**src/rtl/lpht_pkg.sv**
```systemverilog
// Shared types, constants and helpers for the linear probing hash table.
package lpht_pkg;

	localparam int CAPACITY = 256;
	localparam int IDX_W    = (CAPACITY > 1) ? $clog2(CAPACITY) : 1;
	localparam int EFF_W    = IDX_W + 1;
	localparam int SIZE_W   = 9;
	localparam int KEY_W    = 32;
	localparam int VAL_W    = 32;

	localparam logic [SIZE_W-1:0] SIZE_RESET = SIZE_W'(256);

	typedef enum logic {
		REQ_GET = 1'b0,
		REQ_SET = 1'b1
	} req_type_t;

	typedef struct packed {
		logic             req_type;
		logic [KEY_W-1:0] key;
		logic [VAL_W-1:0] write_value;
	} req_t;

	typedef struct packed {
		logic [VAL_W-1:0] read_value;
		logic             hit;
		logic             table_full;
	} rsp_t;

	typedef struct packed {
		logic             rd_en;
		logic [IDX_W-1:0] rd_addr;
		logic             we;
		logic [IDX_W-1:0] wr_addr;
		logic [KEY_W-1:0] wr_key;
		logic [VAL_W-1:0] wr_value;
	} store_ctl_t;

	function automatic logic [EFF_W-1:0] eff_size(input logic [SIZE_W-1:0] ts);
		logic [EFF_W-1:0] s;
		if (ts == '0) begin
			s = EFF_W'(1);
		end else if (32'(ts) > CAPACITY) begin
			s = EFF_W'(CAPACITY);
		end else begin
			s = EFF_W'(ts);
		end
		return s;
	endfunction

endpackage

```
**src/rtl/lpht_mod.sv**
```systemverilog
// Bit-serial remainder unit: key modulo table size, one dividend bit per cycle.
module lpht_mod (
	input  logic                              clk,
	input  logic                              arst_n,
	input  logic                              start,
	input  logic [lpht_pkg::KEY_W-1:0]        dividend,
	input  logic [lpht_pkg::EFF_W-1:0]        divisor,
	output logic                              done,
	output logic [lpht_pkg::IDX_W-1:0]        rem
);

	localparam int CNT_W = $clog2(lpht_pkg::KEY_W);

	logic                           run_q;
	logic                           done_q;
	logic [CNT_W-1:0]               cnt_q;
	logic [lpht_pkg::KEY_W-1:0]     dvd_q;
	logic [lpht_pkg::EFF_W-1:0]     div_q;
	logic [lpht_pkg::EFF_W-1:0]     rem_q;
	logic [lpht_pkg::EFF_W:0]       trial;
	logic [lpht_pkg::EFF_W:0]       trial_sub;

	always_comb begin
		trial     = {rem_q, dvd_q[lpht_pkg::KEY_W-1]};
		trial_sub = (trial >= {1'b0, div_q}) ? (trial - {1'b0, div_q}) : trial;
	end

	always_ff @(posedge clk or negedge arst_n) begin
		if (!arst_n) begin
			run_q  <= 1'b0;
			done_q <= 1'b0;
			cnt_q  <= '0;
		end else begin
			done_q <= 1'b0;
			if (start) begin
				run_q <= 1'b1;
				cnt_q <= '0;
			end else if (run_q) begin
				cnt_q <= cnt_q + CNT_W'(1);
				if (cnt_q == CNT_W'(lpht_pkg::KEY_W - 1)) begin
					run_q  <= 1'b0;
					done_q <= 1'b1;
				end
			end
		end
	end

	always_ff @(posedge clk) begin
		if (start) begin
			dvd_q <= dividend;
			div_q <= divisor;
			rem_q <= '0;
		end else if (run_q) begin
			dvd_q <= {dvd_q[lpht_pkg::KEY_W-2:0], 1'b0};
			rem_q <= trial_sub[lpht_pkg::EFF_W-1:0];
		end
	end

	assign done = done_q;
	assign rem  = rem_q[lpht_pkg::IDX_W-1:0];

endmodule

```
**config.mk**
```make
export PLATFORM = sky130hd
export DESIGN_NAME = lpht_mod
export DESIGN_NICKNAME = d
export VERILOG_FILES = /design/src/rtl/lpht_pkg.sv /design/src/rtl/lpht_mod.sv
export SDC_FILE = /design/constraint.sdc
export NUM_CORES = 1
export LEC_CHECK = 0
export BUFFER_PORTS_ARGS = -buffer_cell sky130_fd_sc_hd__buf_4
export CAP_MARGIN = 20
export CORE_AREA = 2 2 85 87
export DETAILED_ROUTE_END_ITERATION = 16
export DIE_AREA = 0 0 87 89
export GPL_TIMING_DRIVEN = 0
export PLACE_DENSITY = 0.65
export SLEW_MARGIN = 20
export SYNTH_ARGS = -nofsm -noshare
export SYNTH_HDL_FRONTEND = slang
export SYNTH_SLANG_ARGS = --single-unit
```
**constraint.sdc**
```tcl
create_clock -name clk -period 2.7 [get_ports clk]
set_input_delay 0.27 -clock clk [delete_from_list [all_inputs] [get_ports clk]]
set_output_delay 0.27 -clock clk [all_outputs]
set_load 0.02 [all_outputs]
```
==> results.py <==
metrics = {
    "synthesis": {
        "yosys_warnings": 0,
        "ys.flop_type": "edfxtp_1",
        "synth_cell_types": 44,
        "synth_top_area_cell": "edfxtp_1",
        "synth_edf_count": 41,
        "syn_inst": 223,
        "async_flop_share_pct": 12.28,
        "ys_ff_latch": 57,
        "syn-num-nets": 279,
        "avgSynthCellArea_um2": 12.87,
        "synth_common_cells": "41 x edfxtp_1, 31 x mux2_2, 18 x nor2_1",
        "synth.top_cell.area_share_pct": 42.89,
        "yosysMostFrequentCell": "edfxtp_1",
        "ys_seq_area_share_pct": 55.27,
        "ys_top_cells_by_area": "edfxtp_1 43%, mux2_2 12%, dfxtp_1 6.3%",
        "netlist_area_um2": 2870,
    },
    "final_layout": {
        "diodes": 0,
        "area_delta_synth_final_pct": 23.84,
        "multi_input_area_um2": 1144,
        "drive_gt1_share_pct": 38.36,
        "fillers": 590,
        "regArea_um2": 1587,
        "fin_nets": 343,
        "utilization_pct": 52.91,
    },
    "routing": {
        "drt.antenna.violating_nets": 0,
        "drt_wl_total_mm": 5.400,
        "drt_first_iter_violations": 126,
        "via_per_inst": 5.207,
        "avgRoutedWirePerCell_um": 14.52,
        "drc_errors": 0,
        "drt_pass1_iterations": 4,
        "vias": 1937,
    },
    "pwr": {
        "cellLeakagePower_nw": 1.530,
        "p_total_mw": 2.883,
        "peakVddDrop_uv": 350.3,
        "p_per_area_nw_per_um2": 811.0,
    },
    "setup_path": {
        "crit_arrival_ns": 2.67,
        "crit_path_end_kind": "register",
        "crit_type": "reg -> reg",
        "crit_fanout": 7,
        "r2r-start": "dvd_q[31]",
        "crit_start": "dvd_q[31]",
        "slowest_delay_ns": 0.42,
        "cpMostUsedCell": "inv_1",
        "startpoint_type": "register",
        "crit_buf_inv": 2,
        "critPathTopFamily": "compound AO/OA/AOI/OAI gates",
        "cp_cell_sequence": "inv_1, ha_1, inv_1, fa_1, a211oi_2, o21a_1, o211ai_2, mux2i_1, a211oi_1",
        "worst_path_max_delay_cell": "fa_1",
        "worstPathRequired_ns": 2.94,
    },
    "timing": {
        "period_share_pct": 89.77,
        "period_minus_slack_ns": 2.424,
        "timing.final.ws_setup_ns": 0.2761,
        "rsz0062_at_grt": "no",
        "fin_setup_tns_ns": 0,
        "hold_viol_final": 0,
        "skew_ns": 0.006661,
        "max_freq_ghz": 0.4126,
        "setup_viol": 0,
        "slew_violations": 0,
        "max_slew_margin_pct": 50.86,
        "worst_slew_pin_slew_ns": 0.7371,
    },
    "global_routing": {
        "grt_pass1_vias": 1944,
        "grt_pass1_wl_mm": 9.045,
        "grt_util_all_layers_pct": 15.54,
        "grt_overflow": 0,
        "grt_max_degree": 33,
        "antenna_found_initial": 0,
    },
    "die": {
        "start_util_pct": 42.72,
        "num_io_pins": 53,
        "die_width_um": 87,
        "coreArea_um2": 6719,
        "rows": 30,
        "dieArea_um2": 7743,
        "die_h_um": 89,
    },
    "clocking": {
        "cts_setup_buffers": 0,
        "clk_latency_ns": 0.33,
        "cts_tree": "built",
        "clock_sinks": 57,
        "cts_root_buf": "clkbuf_8",
        "clk_path_buf_depth": 2,
        "h-tree-depth": 3,
        "numCtsBuffers": 9,
        "path_clk_slew_ns": 0.06,
    },
    "placed_design": {
        "port_buffers": 52,
        "gp_congestion": 0.8148,
        "dpl.hpwl_mm": 3.838,
        "pre_cts_slack_ns": 0.1280,
    },
    "hold_path": {
        "holdCritStartpoint": "divisor[4]",
        "hp-class": "in -> reg",
    },
    "run": {
        "drv_cap": 0,
    },
    "outcome": {
        "status": "finished clean",
    },
}
-- what timing repair did --
item	4_1_cts	5_1_grt
hold endpoints to repair	7	0
hold buffers	1	0
endpoints found under the setup margin	0	8
gates resized for setup	0	1
-- layout make-up --
type | count | share of cell area (%)
Sequential cell | 57 | 44.63
Buffer | 18 | 2.816
Multi-Input combinational cell | 136 | 32.17
Inverter | 12 | 1.267
Tap cell | 80 | 2.816
Clock inverter | 4 | 1.232
Timing Repair Buffer | 53 | 11.26
Clock buffer | 12 | 3.801
-- registers in the layout, summed over array words and instances (netlist names) --
signal	count
rem_q	9
done	1
cnt_q	5
div_q	9
dvd_q	32
run_q	1
-- cells in the final DEF, fill, tap and decap left out, drive strengths merged, types with 2 or more instances in the layout --
cell,Yosys,routed
mux2i,8,8
nand3,3,3
xnor2,2,2
o211a,2,2
a21oi,6,6
nand2,8,8
a21o,2,2
nand2b,3,3
nand4b,2,2
a211oi,7,7
buf,12,64
clkbuf,6,18
o211ai,5,5
dfrtp,7,7
or3,2,2
clkinv,0,3
and2,2,2
nor3b,2,2
nand3b,2,2
nor2,18,18
xor2,5,5
dfxtp,9,9
mux2,31,31
inv,12,12
a311oi,4,4
edfxtp,41,41
ha,11,11
-- worst paths after layout --
check                           slack (ns)       end  cells after the start
worst max-delay path                  0.28  rem_q[1]                      9
worst min-delay path                  0.12  div_q[4]                      1
worst max register to register        0.28  rem_q[1]                      9
worst min register to register        0.53  rem_q[3]                      2
max in group asynchronous             2.29  cnt_q[1]                      2
min in group asynchronous             0.29      done                      2
-- worst reg2reg max path: stages (launching register included) --
cell and delay (ns):
edfxtp_1 0.38, inv_1 0.07, ha_1 0.15, inv_1 0.05, fa_1 0.42, a211oi_2 0.33
o21a_1 0.27, o211ai_2 0.24, mux2i_1 0.19, a211oi_1 0.24
-- stage by stage --
step / instances / area [um2] / hold slack, ns
2_1_floorplan: 223 / 2870 / -0.02559
6_report: 372 / 3555 / 0.1166
5_1_grt: 372 / 3555 / 0.09621
3_3_place_gp: 355 / 3361 / 0.08819
3_5_place_dp: 355 / 3361 / 0.08888
4_1_cts: 372 / 3550 / 0.09739
-- where the power goes --
part / switching, mW / total [mW] / internal, mW / leakage (nW)
sequential: 0.0900 / 1.15 / 1.06 / 0.593
combinational: 0.495 / 0.978 / 0.484 / 0.846
clock: 0.329 / 0.750 / 0.421 / 0.0918
total: 0.913 / 2.88 / 1.97 / 1.53
-- logic make-up (layout without fill, tap and decap cells) --
logic type / count (synthesis) / in the layout / synth area share, %
DFF: 57 / 57 / 55.27
and+or+nand+nor: 47 / 47 / 8.762
muxes: 39 / 39 / 14.95
AOI/OAI and AO/OA: 31 / 31 / 8.326
buffers and inverters: 30 / 99 / 5.057
adders and majority gates: 12 / 12 / 5.493
xor gates and xnor gates: 7 / 7 / 2.136
-- per-layer routing --
metal  global-route usage, %  vias up  part of all wire (%)
met2                   24.50       43                    46
met3                   4.247       12                   4.5
li1                        -      943                     -
met4                   8.665        0                   2.1
met5                       0        -                     0
met1                   19.40      939                    47
(Power assumes the default switching activity.)
